[src/hdl/assert_macros.svh]
// ----------------------------------------------------------------------------
// assert_macros.svh
// Concurrent assertion wrappers, compiled out for synthesis.
// ----------------------------------------------------------------------------
`ifndef ASSERT_MACROS_SVH
`define ASSERT_MACROS_SVH

`ifndef SYNTHESIS

// expression holds at every clock edge out of reset
`define ASSERT_ALWAYS(lbl, clk, rstn, expr, msg) \
    lbl: assert property (@(posedge clk) disable iff (!(rstn)) (expr)) else $error(msg);

// antecedent implies consequent in the same cycle
`define ASSERT_IMPLIES(lbl, clk, rstn, ante, cons, msg) \
    lbl: assert property (@(posedge clk) disable iff (!(rstn)) (ante) |-> (cons)) \
        else $error(msg);

// antecedent implies consequent in the next cycle
`define ASSERT_NEXT(lbl, clk, rstn, ante, cons, msg) \
    lbl: assert property (@(posedge clk) disable iff (!(rstn)) (ante) |=> (cons)) \
        else $error(msg);

`else

`define ASSERT_ALWAYS(lbl, clk, rstn, expr, msg)
`define ASSERT_IMPLIES(lbl, clk, rstn, ante, cons, msg)
`define ASSERT_NEXT(lbl, clk, rstn, ante, cons, msg)

`endif

`endif

[src/hdl/tfct_pkg.sv]
// ----------------------------------------------------------------------------
// tfct_pkg
// Types and constants of the tile frame completion tracker.
// ----------------------------------------------------------------------------
package tfct_pkg;

    localparam int CFG_W        = 5;   // tile count register width
    localparam int FRAME_W      = 32;
    localparam int OPCODE_W     = 2;
    localparam int OUT_TDATA_W  = 40;  // frame + running flag, padded to bytes
    localparam int RESULT_LIMIT = 16;  // most releases per walk
    localparam int CNT_W        = $clog2(RESULT_LIMIT + 1);

    typedef enum logic [OPCODE_W-1:0] {
        OP_TILE   = 2'd0,
        OP_START  = 2'd1,
        OP_REFUSE = 2'd2
    } opcode_t;

    typedef enum logic {
        KIND_RELEASE = 1'b0,
        KIND_DROP    = 1'b1
    } kind_t;

    typedef enum logic [1:0] {
        ST_IDLE,
        ST_TILE_RD,
        ST_WALK_RD,
        ST_WALK_CHK
    } state_t;

endpackage

[src/hdl/tile_frame_completion_tracker.sv]
// ----------------------------------------------------------------------------
// tile_frame_completion_tracker
// Counts tiles per frame in a window of slots and releases frames in order.
// ----------------------------------------------------------------------------
// Usage:
//  - Slave stream: s_tuser carries the opcode (tile, start, refusal), s_tdata
//    the frame number of a tile. One word is taken per command.
//  - Master stream: one word per released frame (m_tuser = 0) or per tile
//    dropped outside the window (m_tuser = 1); m_tlast marks the final word
//    caused by one input word. m_tdata also carries the running flag.
//  - cfg channel: writes tile_count (tiles per frame); write it only when idle, the block itself does not enforce this.
//  - Timing: start, refusal and dropped tiles are handled in the idle state.
//    A counted tile takes a memory read, then an update. If it completes a
//    frame while running, the release walk reads, then checks each head slot,
//    with at most 16 frames per walk. The registered slot memory read sets
//    this.
//  - Reset: all slots empty (valid bits cleared at once), head frame 0,
//    not running, tile_count 1. No clearing pass.
//  - Stall: results go through a single output register; a stalled sink
//    holds the walk at the check step and keeps s_tready low.
// ----------------------------------------------------------------------------
`include "assert_macros.svh"

module tile_frame_completion_tracker
    import tfct_pkg::*;
#(
    parameter int WINDOW    = 16,  // slots in the reorder window
    parameter int MAX_TILES = 16   // largest tile count honoured
)
(
    input  logic                     clk,
    input  logic                     rst_n,
    // slave stream
    input  logic                     s_tvalid,
    output logic                     s_tready,
    input  logic [FRAME_W-1:0]       s_tdata,   // [31:0] frame_number
    input  logic [OPCODE_W-1:0]      s_tuser,   // [1:0] opcode
    // master stream
    output logic                     m_tvalid,
    input  logic                     m_tready,
    output logic [OUT_TDATA_W-1:0]   m_tdata,   // [31:0] out_frame, [32] running
    output logic                     m_tuser,   // [0] kind
    output logic                     m_tlast,
    // configuration
    input  logic                     cfg_valid,
    output logic                     cfg_ready,
    input  logic [CFG_W-1:0]         cfg_data   // tile_count
);

    localparam int SW = $clog2(WINDOW);         // slot index width
    localparam int TW = $clog2(MAX_TILES + 1);  // tile counter width

    // ---------------------------------------------------------------- state
    state_t               state_reg, state_next;
    logic                 run_reg, run_next;
    logic [FRAME_W-1:0]   head_frame_reg, head_frame_next;
    logic [SW-1:0]        head_slot_reg, head_slot_next;
    logic [SW-1:0]        slot_reg, slot_next;
    logic [CNT_W-1:0]     walk_cnt_reg, walk_cnt_next;
    logic [WINDOW-1:0]    slot_valid_reg, slot_valid_next;
    logic [CFG_W-1:0]     tile_cfg_reg;

    // output word register
    logic                 m_valid_reg;
    logic                 kind_reg;
    logic [FRAME_W-1:0]   frame_out_reg;
    logic                 running_out_reg;
    logic                 last_reg;

    // slot tile counters; an entry with its valid bit low reads as zero
    logic [TW-1:0]        tile_mem [WINDOW];
    logic [TW-1:0]        rd_data_reg;
    logic [SW-1:0]        rd_addr;
    logic                 mem_we;
    logic [TW-1:0]        mem_wdata;

    // ---------------------------------------------------------------- datapath
    logic [TW-1:0]        need;
    logic [FRAME_W-1:0]   frame_offset;
    logic                 out_of_window;
    logic [SW:0]          slot_sum;
    logic [SW-1:0]        slot_calc;
    logic [TW-1:0]        tiles_cur;
    logic [TW-1:0]        tiles_inc;
    logic [TW-1:0]        head_tiles;
    logic                 head_done;
    logic                 out_free;
    logic                 out_load;
    logic                 out_kind;
    logic [FRAME_W-1:0]   out_frame;
    logic                 out_last;

    // effective tile count: zero acts as one, oversize clips to MAX_TILES
    always_comb
    begin
        if (tile_cfg_reg == '0)
            need = TW'(1);
        else if (32'(tile_cfg_reg) > MAX_TILES)
            need = TW'(MAX_TILES);
        else
            need = TW'(tile_cfg_reg);
    end

    // window test is modulo 2^32 from the head frame
    assign frame_offset  = s_tdata - head_frame_reg;
    assign out_of_window = (frame_offset >= 32'(WINDOW));
    assign slot_sum      = {1'b0, head_slot_reg} + {1'b0, frame_offset[SW-1:0]};
    assign slot_calc     = (32'(slot_sum) >= WINDOW) ? SW'(32'(slot_sum) - WINDOW)
                                                     : slot_sum[SW-1:0];

    assign tiles_cur  = slot_valid_reg[slot_reg] ? rd_data_reg : '0;
    assign tiles_inc  = tiles_cur + TW'(1);
    assign head_tiles = slot_valid_reg[head_slot_reg] ? rd_data_reg : '0;
    assign head_done  = (head_tiles >= need) && (head_tiles != '0);

    assign out_free  = !m_valid_reg || m_tready;
    assign mem_wdata = tiles_inc;
    assign cfg_ready = 1'b1;

    // ---------------------------------------------------------------- control
    always_ff @(posedge clk or negedge rst_n)
    begin
        if (!rst_n)
        begin
            state_reg      <= ST_IDLE;
            run_reg        <= 1'b0;
            head_frame_reg <= '0;
            head_slot_reg  <= '0;
            slot_reg       <= '0;
            walk_cnt_reg   <= '0;
            slot_valid_reg <= '0;
            tile_cfg_reg   <= CFG_W'(1);
            m_valid_reg    <= 1'b0;
        end
        else
        begin
            state_reg      <= state_next;
            run_reg        <= run_next;
            head_frame_reg <= head_frame_next;
            head_slot_reg  <= head_slot_next;
            slot_reg       <= slot_next;
            walk_cnt_reg   <= walk_cnt_next;
            slot_valid_reg <= slot_valid_next;
            if (cfg_valid)
                tile_cfg_reg <= cfg_data;
            if (out_load)
                m_valid_reg <= 1'b1;
            else if (m_tready)
                m_valid_reg <= 1'b0;
        end
    end

    always_comb
    begin
        state_next      = state_reg;
        run_next        = run_reg;
        head_frame_next = head_frame_reg;
        head_slot_next  = head_slot_reg;
        slot_next       = slot_reg;
        walk_cnt_next   = walk_cnt_reg;
        slot_valid_next = slot_valid_reg;
        rd_addr         = head_slot_reg;
        mem_we          = 1'b0;
        s_tready        = 1'b0;
        out_load        = 1'b0;
        out_kind        = KIND_RELEASE;
        out_frame       = head_frame_reg - 32'd1;  // last released frame
        out_last        = 1'b0;

        case (state_reg)
            ST_IDLE:
            begin
                s_tready = out_free;
                rd_addr  = slot_calc;
                if (s_tvalid && out_free)
                begin
                    case (s_tuser)
                        OP_START:  run_next = 1'b1;
                        OP_REFUSE: run_next = 1'b0;
                        OP_TILE:
                        begin
                            if (out_of_window)
                            begin
                                out_load  = 1'b1;
                                out_kind  = KIND_DROP;
                                out_frame = s_tdata;
                                out_last  = 1'b1;
                            end
                            else
                            begin
                                slot_next  = slot_calc;
                                state_next = ST_TILE_RD;
                            end
                        end
                        default: ;  // unused opcode
                    endcase
                end
            end

            ST_TILE_RD:
            begin
                state_next = ST_IDLE;
                // a tile for an already complete frame is absorbed
                if (!((tiles_cur >= need) && (tiles_cur != '0)))
                begin
                    mem_we                    = 1'b1;
                    slot_valid_next[slot_reg] = 1'b1;
                    if ((tiles_inc >= need) && run_reg)
                    begin
                        walk_cnt_next = '0;
                        state_next    = ST_WALK_RD;
                    end
                end
            end

            ST_WALK_RD:
                state_next = ST_WALK_CHK;

            ST_WALK_CHK:
            begin
                // one release behind: the previous frame goes out once we
                // know whether it was the final one of this walk
                if (head_done && (walk_cnt_reg != CNT_W'(RESULT_LIMIT)))
                begin
                    if ((walk_cnt_reg == '0) || out_free)
                    begin
                        out_load                       = (walk_cnt_reg != '0);
                        slot_valid_next[head_slot_reg] = 1'b0;
                        head_frame_next                = head_frame_reg + 32'd1;
                        head_slot_next = (32'(head_slot_reg) == WINDOW - 1) ? '0
                                         : head_slot_reg + SW'(1);
                        walk_cnt_next  = walk_cnt_reg + CNT_W'(1);
                        state_next     = ST_WALK_RD;
                    end
                end
                else if (walk_cnt_reg == '0)
                    state_next = ST_IDLE;
                else if (out_free)
                begin
                    out_load   = 1'b1;
                    out_last   = 1'b1;
                    state_next = ST_IDLE;
                end
            end

            default:
                state_next = ST_IDLE;
        endcase
    end

    // ---------------------------------------------------------------- memory
    always_ff @(posedge clk)
    begin
        if (mem_we)
            tile_mem[slot_reg] <= mem_wdata;
        rd_data_reg <= tile_mem[rd_addr];
    end

    // ---------------------------------------------------------------- output
    always_ff @(posedge clk)
    begin
        if (out_load)
        begin
            kind_reg        <= out_kind;
            frame_out_reg   <= out_frame;
            running_out_reg <= run_reg;
            last_reg        <= out_last;
        end
    end

    assign m_tvalid = m_valid_reg;
    assign m_tuser  = kind_reg;
    assign m_tlast  = last_reg;
    assign m_tdata  = {(OUT_TDATA_W - FRAME_W - 1)'(0), running_out_reg, frame_out_reg};

    // ---------------------------------------------------------------- checks
    `ASSERT_ALWAYS(a_walk_limit, clk, rst_n, walk_cnt_reg <= CNT_W'(RESULT_LIMIT),
        "walk released more frames than allowed")
    `ASSERT_ALWAYS(a_head_slot_range, clk, rst_n, 32'(head_slot_reg) < WINDOW,
        "head slot outside window")
    `ASSERT_IMPLIES(a_walk_ends_last, clk, rst_n,
        (state_reg == ST_WALK_CHK) && (state_next == ST_IDLE) && (walk_cnt_reg != '0),
        out_load && out_last, "walk ended without final word")

endmodule

[config.mk]
export PLATFORM = sky130hd
export DESIGN_NAME = tile_frame_completion_tracker
export DESIGN_NICKNAME = d
export VERILOG_FILES = /design/src/hdl/tfct_pkg.sv /design/src/hdl/tile_frame_completion_tracker.sv
export VERILOG_INCLUDE_DIRS = /design/src /design/src/hdl
export SDC_FILE = /design/constraint.sdc
export NUM_CORES = 1
export LEC_CHECK = 0
export BUFFER_PORTS_ARGS = -buffer_cell sky130_fd_sc_hd__buf_2
export CORE_UTILIZATION = 55
export CTS_CLUSTER_DIAMETER = 60
export DETAILED_ROUTE_END_ITERATION = 16
export GPL_ROUTABILITY_DRIVEN = 0
export MAX_ROUTING_LAYER = met4
export PLACE_DENSITY = 0.75
export SLEW_MARGIN = 10
export SYNTH_ARGS = -nofsm -noshare
export SYNTH_HDL_FRONTEND = slang
export SYNTH_SLANG_ARGS = --single-unit
[constraint.sdc]
create_clock -name clk -period 6.2 [get_ports clk]
set_input_delay 0.62 -clock clk [delete_from_list [all_inputs] [get_ports clk]]
set_output_delay 0.62 -clock clk [all_outputs]
set_load 0.05 [all_outputs]
## Word-level counts from Yosys, hierarchy flattened

Memories as Yosys holds them, arrays and structs flattened. A register that Yosys moved wholly into a read port is not among the register bits.
Index checks and enable logic that the tools add are counted.

| operators by class | value |
|---|---|
| $add $sub $neg | 8 |
| $mul | 0 |
| muxes and demuxes | 56 |
| shift operators | 0 |
| eq/ne operators | 16 |
| order comparisons | 10 |
| reductions and logical operators | 26 |
| div/mod/pow operators | 0 |
| bitwise gates (word level) | 4 |

Operator list:

| kind | number |
|---|---|
| 32-bit 2-to-1 mux | 4 |
| 16-bit 2-to-1 mux | 3 |
| 5-bit 2-to-1 mux | 8 |
| 32-bit by 1-bit adder with 32-bit output (second input constant) | 1 |
| 32-bit by 5-bit greater-or-equal comparator with 1-bit output (second input constant) | 1 |
| 16-bit one-hot mux with 2 select lines | 1 |
| 32-bit by 1-bit subtractor with 32-bit output (second input constant) | 1 |
| 32-bit subtractor | 1 |
| 1-bit 2-to-1 mux | 19 |
| 2-bit 2-to-1 mux | 9 |
| 16-bit bitwise AND | 1 |
| 16-bit NOT | 1 |
| 16-bit bitwise OR | 1 |
| 5-bit greater-or-equal comparator | 3 |
| 5-bit nonzero test | 3 |
| 4-bit 2-to-1 mux | 3 |
| 2-bit inequality test (second input constant) | 6 |
| 5-bit by 1-bit adder with 5-bit output (second input constant) | 2 |
| 5-bit zero test | 2 |
| 4-bit by 5-bit less-than comparator with 1-bit output (second input constant) | 2 |
| 5-bit one-hot mux with 2 select lines | 1 |
| 5-bit AND reduction | 2 |
| 1-bit binary-select mux with 4-bit select | 2 |
| 1-bit demux with 4-bit select | 2 |
| other kinds (23) | 41 |

| word-level totals | value |
|---|---|
| bits in latches | 0 |
| output and inout port bits | 45 |
| input port bits | 44 |
| memories kept | 1 |
| logic and storage cells | 134 |
| bits in read-only memories | 0 |
| flip-flop bits (word level) | 105 |
| RAM bits | 80 |

Memories:

| memory | words | bits a word | rd ports | clocked after memory_dff | write ports | line | RTL |
|---|---|---|---|---|---|---|---|
| tile_mem | 16 | 5 | 1 | 1 | 1 | tile_frame_completion_tracker.sv:71 | `logic [TW-1:0] tile_mem [WINDOW];` |

## Logic depth before layout (Yosys ltp)

Gate-level depths: netlist of run 1.

| logic depth | value |
|---|---|
| word-level depth | 9 |
| mapped depth | 17 |
| gate-level depth less buffers | 16 |

## Worst setup path before layout of run 1

OpenSTA, ideal clock, no wires.

| timing | value |
|---|---|
| kind | input to register |
| start point | input s_tdata[0] |
| end point | register frame_out_reg[0] (enable) |
| stages on the path | 15 |
| required time | 5.724 ns |
| setup slack | 0.298 ns |
| buffers on the path | 2 |
| library setup time | 0.476 ns |
| data arrival time | 5.427 ns |
| cell sequence | inv_1 -> ha_1 -> fa_1 -> nor2b_1 -> o21a_1 -> o21ai_1 -> a31oi_1 -> nor3_1 -> nor3_1 -> xor2_1 -> or4_1 -> o21bai_2 -> buf_6 -> buf_8 -> o21ai_0 |

| on the way | value |
|---|---|
| longest elaborated chain between the ends | 6 |

Ends and longest elaborated chain:

| item | line | RTL |
|---|---|---|
| from (decl) | tile_frame_completion_tracker.sv:36 | `input logic [FRAME_W-1:0] s_tdata,` |
| 32-bit subtractor | tile_frame_completion_tracker.sv:105 | `assign frame_offset = s_tdata - head_frame_reg;` |
| 32-bit by 5-bit greater-or-equal comparator with 1-bit output | tile_frame_completion_tracker.sv:106 | `assign out_of_window = (frame_offset >= 32'(WINDOW));` |
| 1-bit 2-to-1 mux | tile_frame_completion_tracker.sv:182 | `if (out_of_window)` |
| 1-bit 2-to-1 mux | tile_frame_completion_tracker.sv:177 | `case (s_tuser)` |
| 1-bit 2-to-1 mux | tile_frame_completion_tracker.sv:175 | `if (s_tvalid && out_free)` |
| 1-bit one-hot mux with 2 select lines | tile_frame_completion_tracker.sv:170 | `case (state_reg)` |
| named net out_load | tile_frame_completion_tracker.sv:88 | `logic out_load;` |
| to (signal assigned) | tile_frame_completion_tracker.sv:265 | `frame_out_reg <= out_frame;` |
| to (decl) | tile_frame_completion_tracker.sv:66 | `logic [FRAME_W-1:0] frame_out_reg;` |

The timed path passes the listed nets, and every way through them passes these cells.
A chain may end at the register's enable or synchronous reset.

## Final worst setup path of run 1

| timing | value |
|---|---|
| start point | register slot_reg[0] |
| end point | memory tile_mem[12][1] (netlist bit) (enable) |

| on the way | value |
|---|---|
| longest elaborated chain between the ends | 9 |
| elaborated cells between the ends (all ways) | 10 |
| classes of those cells | order compare (1); mux (7); reduce/logical (2) |

Ends and longest elaborated chain:

| item | line | RTL |
|---|---|---|
| from (decl) | tile_frame_completion_tracker.sv:58 | `logic [SW-1:0] slot_reg, slot_next;` |
| from (signal assigned) | tile_frame_completion_tracker.sv:141 | `slot_reg <= slot_next;` |
| 1-bit binary-select mux with 4-bit select | tile_frame_completion_tracker.sv:111 | `assign tiles_cur = slot_valid_reg[slot_reg] ? rd_data_reg : '0;` |
| 1-bit 2-to-1 mux (implied by the code) | tile_frame_completion_tracker.sv:111 |  |
| 5-bit 2-to-1 mux | tile_frame_completion_tracker.sv:111 |  |
| 5-bit greater-or-equal comparator or 5-bit nonzero test (tied branches) | tile_frame_completion_tracker.sv:204 | `if (!((tiles_cur >= need) && (tiles_cur != '0)))` |
| 1-bit logical AND | tile_frame_completion_tracker.sv:204 |  |
| 1-bit 2-to-1 mux | tile_frame_completion_tracker.sv:204 |  |
| 1-bit 2-to-1 mux | tile_frame_completion_tracker.sv:170 |  |
| 1-bit 2-to-1 mux | tile_frame_completion_tracker.sv:254 | `if (mem_we)` |
| 1-bit 2-to-1 mux (implied by the code) | tile_frame_completion_tracker.sv:255 | `tile_mem[slot_reg] <= mem_wdata;` |
| to (decl) | tile_frame_completion_tracker.sv:71 |  |

Parallel ways exist; a longest one is shown, timed or not. The select of a mux whose other input is x is not followed.

==> results of run 1 <==
[layout make-up]
| type | count | area [sq um] | share of cell area [%] |
|---|---|---|---|
| clock buffers | 17 | 425 | 3.24 |
| repair buffers | 93 | 531 | 4.04 |
| flip-flops and latches | 190 | 5310 | 40.4 |
| inverters | 63 | 236 | 1.80 |
| well taps | 275 | 344 | 2.62 |
| multi-input cells | 797 | 6090 | 46.4 |
| clock inverters | 15 | 198 | 1.51 |
[per-layer routing]
metal / track usage (%) / share of wire (%) / vias up
met5: - / 0 / -
met4: 7.50 / 1.8 / 0
met3: 4.31 / 4.7 / 42
met2: 44.0 / 51 / 265
met1: 32.5 / 43 / 4280
li1: - / - / 4153
[power by group]
| group | switching, W | total (W) | internal, W |
|---|---|---|---|
| Clock | 0.000543 | 0.00113 | 0.000584 |
| Combinational | 0.000248 | 0.000385 | 0.000137 |
| Sequential | 0.0000114 | 0.00140 | 0.00139 |
| Total | 0.000803 | 0.00291 | 0.00211 |
[placed cells by master (no fill, tap or decap), types with 23 or more instances in the layout]
| cell type | Yosys | layout |
|---|---|---|
| buf_2 | 2 | 80 |
| inv_1 | 62 | 62 |
| nor3_1 | 30 | 30 |
| nand2_1 | 89 | 89 |
| mux4_2 | 30 | 30 |
| edfxtp_1 | 115 | 115 |
| xnor2_1 | 67 | 67 |
| nor2_1 | 70 | 70 |
| nand4_1 | 23 | 23 |
| a21oi_1 | 58 | 58 |
| nand3_1 | 47 | 47 |
| ha_1 | 65 | 65 |
| dfrtp_1 | 69 | 69 |
| a21o_1 | 23 | 23 |
| o21ai_0 | 49 | 47 |
[per-stage QoR]
stage | setup WS [ps] | hold slack [ps] | utilization (%) | instance area (sq um) | total power (W)
6_report | 1210 | 395 | 62.2 | 13100 | 0.00291
5_1_grt | 915 | 402 | 62.2 | 13100 | 0.00302
4_1_cts | 909 | 395 | 62.1 | 13100 | 0.00293
3_5_place_dp | 991 | 489 | 59.1 | 12500 | 0.00180
3_3_place_gp | 1200 | 480 | 59.1 | 12500 | 0.00179
2_1_floorplan | 298 | 324 | - | 11900 | 0.00169
[kinds of logic (layout without fill, tap and decap cells)]
group / after synthesis / after routing / synth area share, %
buf+inv: 112 / 188 / 4.35
compound gates: 208 / 208 / 11.5
simple gates: 347 / 347 / 14.5
other cells: 2 / 8 / 0.0634
flops: 190 / 190 / 44.8
mux: 87 / 87 / 11.6
xor+xnor: 80 / 80 / 5.91
fa+ha+maj: 67 / 67 / 7.20
[worst max-delay path by stage]
stage	start	endpoint	slack [ps]	depth (start not counted)
floorplan	s_tdata[0]	frame_out_reg[0]	300	15
global placement	s_tdata[0]	frame_out_reg[6]	1200	15
detailed placement	slot_reg[0]	walk_cnt_reg[0]	990	17
CTS	slot_reg[0]	walk_cnt_reg[0]	910	17
global route	slot_reg[0]	tile_mem[12][4]	920	13
finish	slot_reg[0]	tile_mem[12][1]	1210	13
==> results.yml, run 1 <==
outcome:
  outcome: "complete, no violations"
sta:
  setup_viol: 0
  slew_headroom_pct: 36.5
  period_needed_ps: 4990
  max_freq_mhz: 200
  fin_crit_sh_pct: 80.5
  hold_viol_final: 0
  slew_violations: 0
  grt_setup_unrepaired: "no"
  worst_pin_slew_ps: 953
  fin_setup_tns_ps: 0
  finalClockSkew_ps: 13.1
worst_setup_path:
  cp_slowest_cell: "dfrtp_1"
  cp_num_buf_inv: 1
  crit_path_max_fanout: 19
  r2r_end: "tile_mem[12][1]"
  worst_setup_path_start_kind: "register"
  r2r_slack_ps: 1210
  r2r-start: "slot_reg[0]"
  required_ps: 6270
  crit_arrival_ps: 5060
  crit_top_cell: "a21o_1"
  critical-path-max-stage-delay_ps: 640
  rr_worst_depth: 13
  cp-end-kind: "register"
  crit_type: "reg -> reg"
  critPathTopFamily: "simple AND/OR/NAND/NOR gates"
  path_cells: "mux4_2 -> mux4_2 -> nand2_1 -> buf_4 -> ha_1 -> nand2b_1 -> a21o_1 -> a21o_1 -> a21o_1 -> a21oi_1 -> o21ai_0 -> or2_2 -> nor3_1"
finish:
  fin_nets: 1273
  drive_gt1_share_pct: 18.3
  largest_reg_flops: 80
  diodes: 0
  fill_cells: 1708
  area_growth_pct: 10.8
  final_cells: 1450
synth:
  synth_seq_cells: 190
  synth_area_leaders: "edfxtp_1, dfrtp_1, ha_1"
  yosysMostFrequentCell: "edfxtp_1"
  synth_ff_type: "edfxtp_1"
  synth_edf_count: 115
  ys_seq_area_share_pct: 44.8
  syn-instance-count: 1093
  netlist_top_cells_count: "edfxtp_1, nand2_1, nor2_1"
  postSynthAreaPerCell_sq_um: 10.8
  synthArstFlopShare_pct: 36.8
  yosysWarnings: 0
  ys_types: 77
  synth_top_area_cell: "edfxtp_1"
  synth.top_cell.area_share_pct: 29.2
  synth_area_sq_mm: 0.0118
clock_network:
  htreeDepth: 4
  cts_sinks: 190
  cts-root-buf: "clkbuf_16"
  clock_latency_ps: 440
  cts_tree: "yes"
  cts_resized: 0
  clock_path_buffers: 2
  cts.clk_slew.worst_paths_ps: 80
  post_cts_buffers: 0
  cts_made_buffers: 17
  cts-hold-fix-buffers: 0
grt:
  grt.overflow.total: 0
  antenna_found_initial: 0
  grt_pass1_wl_mm: 43.4
  grt_use_total_pct: 26.1
  grt_max_degree: 71
  grt_pass1_vias: 8447
detailed_routing:
  first_pass_iters: 4
  vias: 8740
  routedWlPerCell_um: 18.8
  vias_per_cell: 6.03
  postRouteAntennaNets: 0
  drcViolationCount: 0
  drt-total-wl_mm: 27.3
  drt_iter0_drc: 770
pwr:
  vdd_drop_max_mv: 0.185
  p_leak_nw: 5.12
  powerDensity_mw_per_mm2: 222
placed_design:
  post-dp-hpwl_mm: 20.2
  dp.cells: 1417
  portBuffers: 80
floorplanning:
  design.die.area_sq_mm: 0.0221
  die_w_um: 149
  placementRows: 53
  initial_utilization_pct: 56.2
  ioPinCount: 89
  die_h_um: 149
  core-area_sq_mm: 0.0211
run:
  cap_violations: 0
hold_path:
  hp-class: "in -> async"
No activity file was read; power rests on OpenSTA's default activity.
==> run 2: changes to the inputs <==
- clock period: 6.2 -> 4.4 ns (I/O delays scaled with it)
==> run 2 against run 1 <==
Sequential share of layout area decreased by 1.2 points. Critical endpoint is now frame_out_reg[28]. Routed wire length rose by 5.6%. Clock power up 39%. Highest routed layer unchanged.
==> results.yml, run 2 (synthesis gave the netlist of run 1 again) <==
outcome:
  outcome: "complete, no violations"
worst_setup_path:
  crit_arrival_ps: 4440
  cp-end-kind: "register"
  cp_num_buf_inv: 1
  cp_slowest_cell: "or4_1"
  path_cells: "ha_1 -> fa_1 -> nor2b_1 -> o21a_1 -> o21a_1 -> or2_1 -> mux2_2 -> a211oi_1 -> nand4_1 -> or4_1 -> o21bai_4 -> buf_6 -> mux2_1"
  crit_path_max_fanout: 13
  worst_setup_path_start_kind: "register"
  critical-path-max-stage-delay_ps: 550
  crit_type: "reg -> reg"
  r2r_slack_ps: 150
  required_ps: 4600
  crit_top_cell: "o21a_1"
  critPathTopFamily: "simple AND/OR/NAND/NOR gates"
floorplanning:
  ioPinCount: 89
  die_h_um: 149
  core-area_sq_mm: 0.0211
  die_w_um: 149
  placementRows: 53
  design.die.area_sq_mm: 0.0221
  initial_utilization_pct: 56.2
grt:
  antenna_found_initial: 2
  grt_use_total_pct: 27.9
  grt.overflow.total: 0
  grt_max_degree: 42
  grt_pass1_vias: 9127
  grt_pass1_wl_mm: 46.4
sta:
  period_needed_ps: 4250
  hold_viol_final: 0
  grt_setup_unrepaired: "yes"
  slew_violations: 0
  slew_headroom_pct: 39.7
  fin_crit_sh_pct: 96.5
  max_freq_mhz: 236
  finalClockSkew_ps: 9.56
  fin_setup_tns_ps: 0
  whs_ps: 43.0
  setup_viol: 0
  worst_pin_slew_ps: 904
clock_network:
  cts_made_buffers: 17
  htreeDepth: 4
  clock_path_buffers: 2
  cts.clk_slew.worst_paths_ps: 80
  cts-root-buf: "clkbuf_16"
  cts_sinks: 190
  clock_latency_ps: 440
  cts_tree: "yes"
finish:
  fin_nets: 1322
  largest_reg_flops: 80
  area_growth_pct: 14.3
  drive_gt1_share_pct: 22.4
  layout_commonest_cell: "edfxtp_1"
  fill_cells: 1640
  layout_common_cells: "edfxtp_1, nand2_1, buf_2, nor2_1, xnor2_1"
detailed_routing:
  drt-total-wl_mm: 28.8
  routedWlPerCell_um: 19.2
  wl_met3_mm: 1.37
  drcViolationCount: 0
  drt_iter0_drc: 714
  wl_met1_mm: 11.9
  top_layer: "met4"
  vias_per_cell: 6.05
  first_pass_iters: 6
  vias: 9076
  route.met2.wl_mm: 14.7
  postRouteAntennaNets: 0
pwr:
  powerDensity_mw_per_mm2: 304
  vdd_drop_max_mv: 0.258
  combinationalPowerShare_pct: 13.8
  p_leak_nw: 5.37
  p_int_w: 0.00294
  swShare_pct: 28.4
  pwr-share-clk_pct: 38.2
  p_sw_w: 0.00117
  pwr-share-seq_pct: 48.0
hold_path:
  hp-class: "in -> async"
placed_design:
  portBuffers: 80
  post-dp-hpwl_mm: 21.8
run:
  cap_violations: 0
==> run 2: cell type report <==
class                      count  area [sq um]  share of cell area [%]
sequential                   190          5310                    39.2
timing repair buffer         142           916                    6.76
multi-input combinational    797          6120                    45.2
antenna                        2          5.00                  0.0370
clock buffer                  17           425                    3.14
tap                          275           344                    2.54
inverter                      63           236                    1.75
clock inverter                15           184                    1.36
==> run 2: through the flow <==
step           setup slack, ps  power, W  util (%)  instance area [sq um]  cells
6_report                   155   0.00411      64.2                  13500   1501
5_1_grt                  -33.2   0.00425      64.2                  13500   1501
4_1_cts                   87.5   0.00412      63.9                  13500   1497
3_5_place_dp              36.7   0.00257      61.0                  12900   1465
3_3_place_gp              82.4   0.00255      61.0                  12900   1465
2_1_floorplan             29.7   0.00239         -                  11900   1099
==> run 2: worst reg2reg max path: cells and delay by family, from the launching register on <==
kind            cells  cell delay [ps]
fa+ha+maj           2              630
simple gates        4             1050
flops               1              440
buf+inv             1              230
compound gates      4              950
mux                 2              700
==> run 2: path summary, 6_finish.rpt <==
check | depth (start not counted) | start | to
min in group clk | 3 | cfg_data[4] | tile_cfg_reg[4]
max in group asynchronous | 2 | rst_n | head_slot_reg[0]
worst max-delay path | 13 | head_frame_reg[0] | frame_out_reg[28]
worst min-delay path | 1 | rst_n | tile_cfg_reg[1]
worst min register to register | 1 | head_frame_reg[13] | head_frame_reg[13]
worst max register to register | 13 | head_frame_reg[0] | frame_out_reg[28]
==> run 2: power by group through the flow <==
stage                     combinational (W)  sequential (W)  clock [W]
final                              0.000566         0.00197    0.00157
after global placement             0.000540         0.00201          0
after detailed placement           0.000553         0.00201          0
after global routing               0.000620         0.00198    0.00165
after CTS                          0.000558         0.00197    0.00159
after floorplan                    0.000351         0.00204          0
==> run 2: layer usage <==
| metal | global-route usage [%] | up-vias |
|---|---|---|
| li1 | - | 4252 |
| met3 | 4.80 | 61 |
| met2 | 47.5 | 334 |
| met5 | - | - |
| met4 | 9.39 | 0 |
| met1 | 33.5 | 4429 |
==> run 2: what timing repair did <==
item                                    in CTS  in global routing
hold buffers                                 0                  0
endpoints found under the setup margin       0                 92
resized for setup                            0                 13
setup buffers                                0                  1
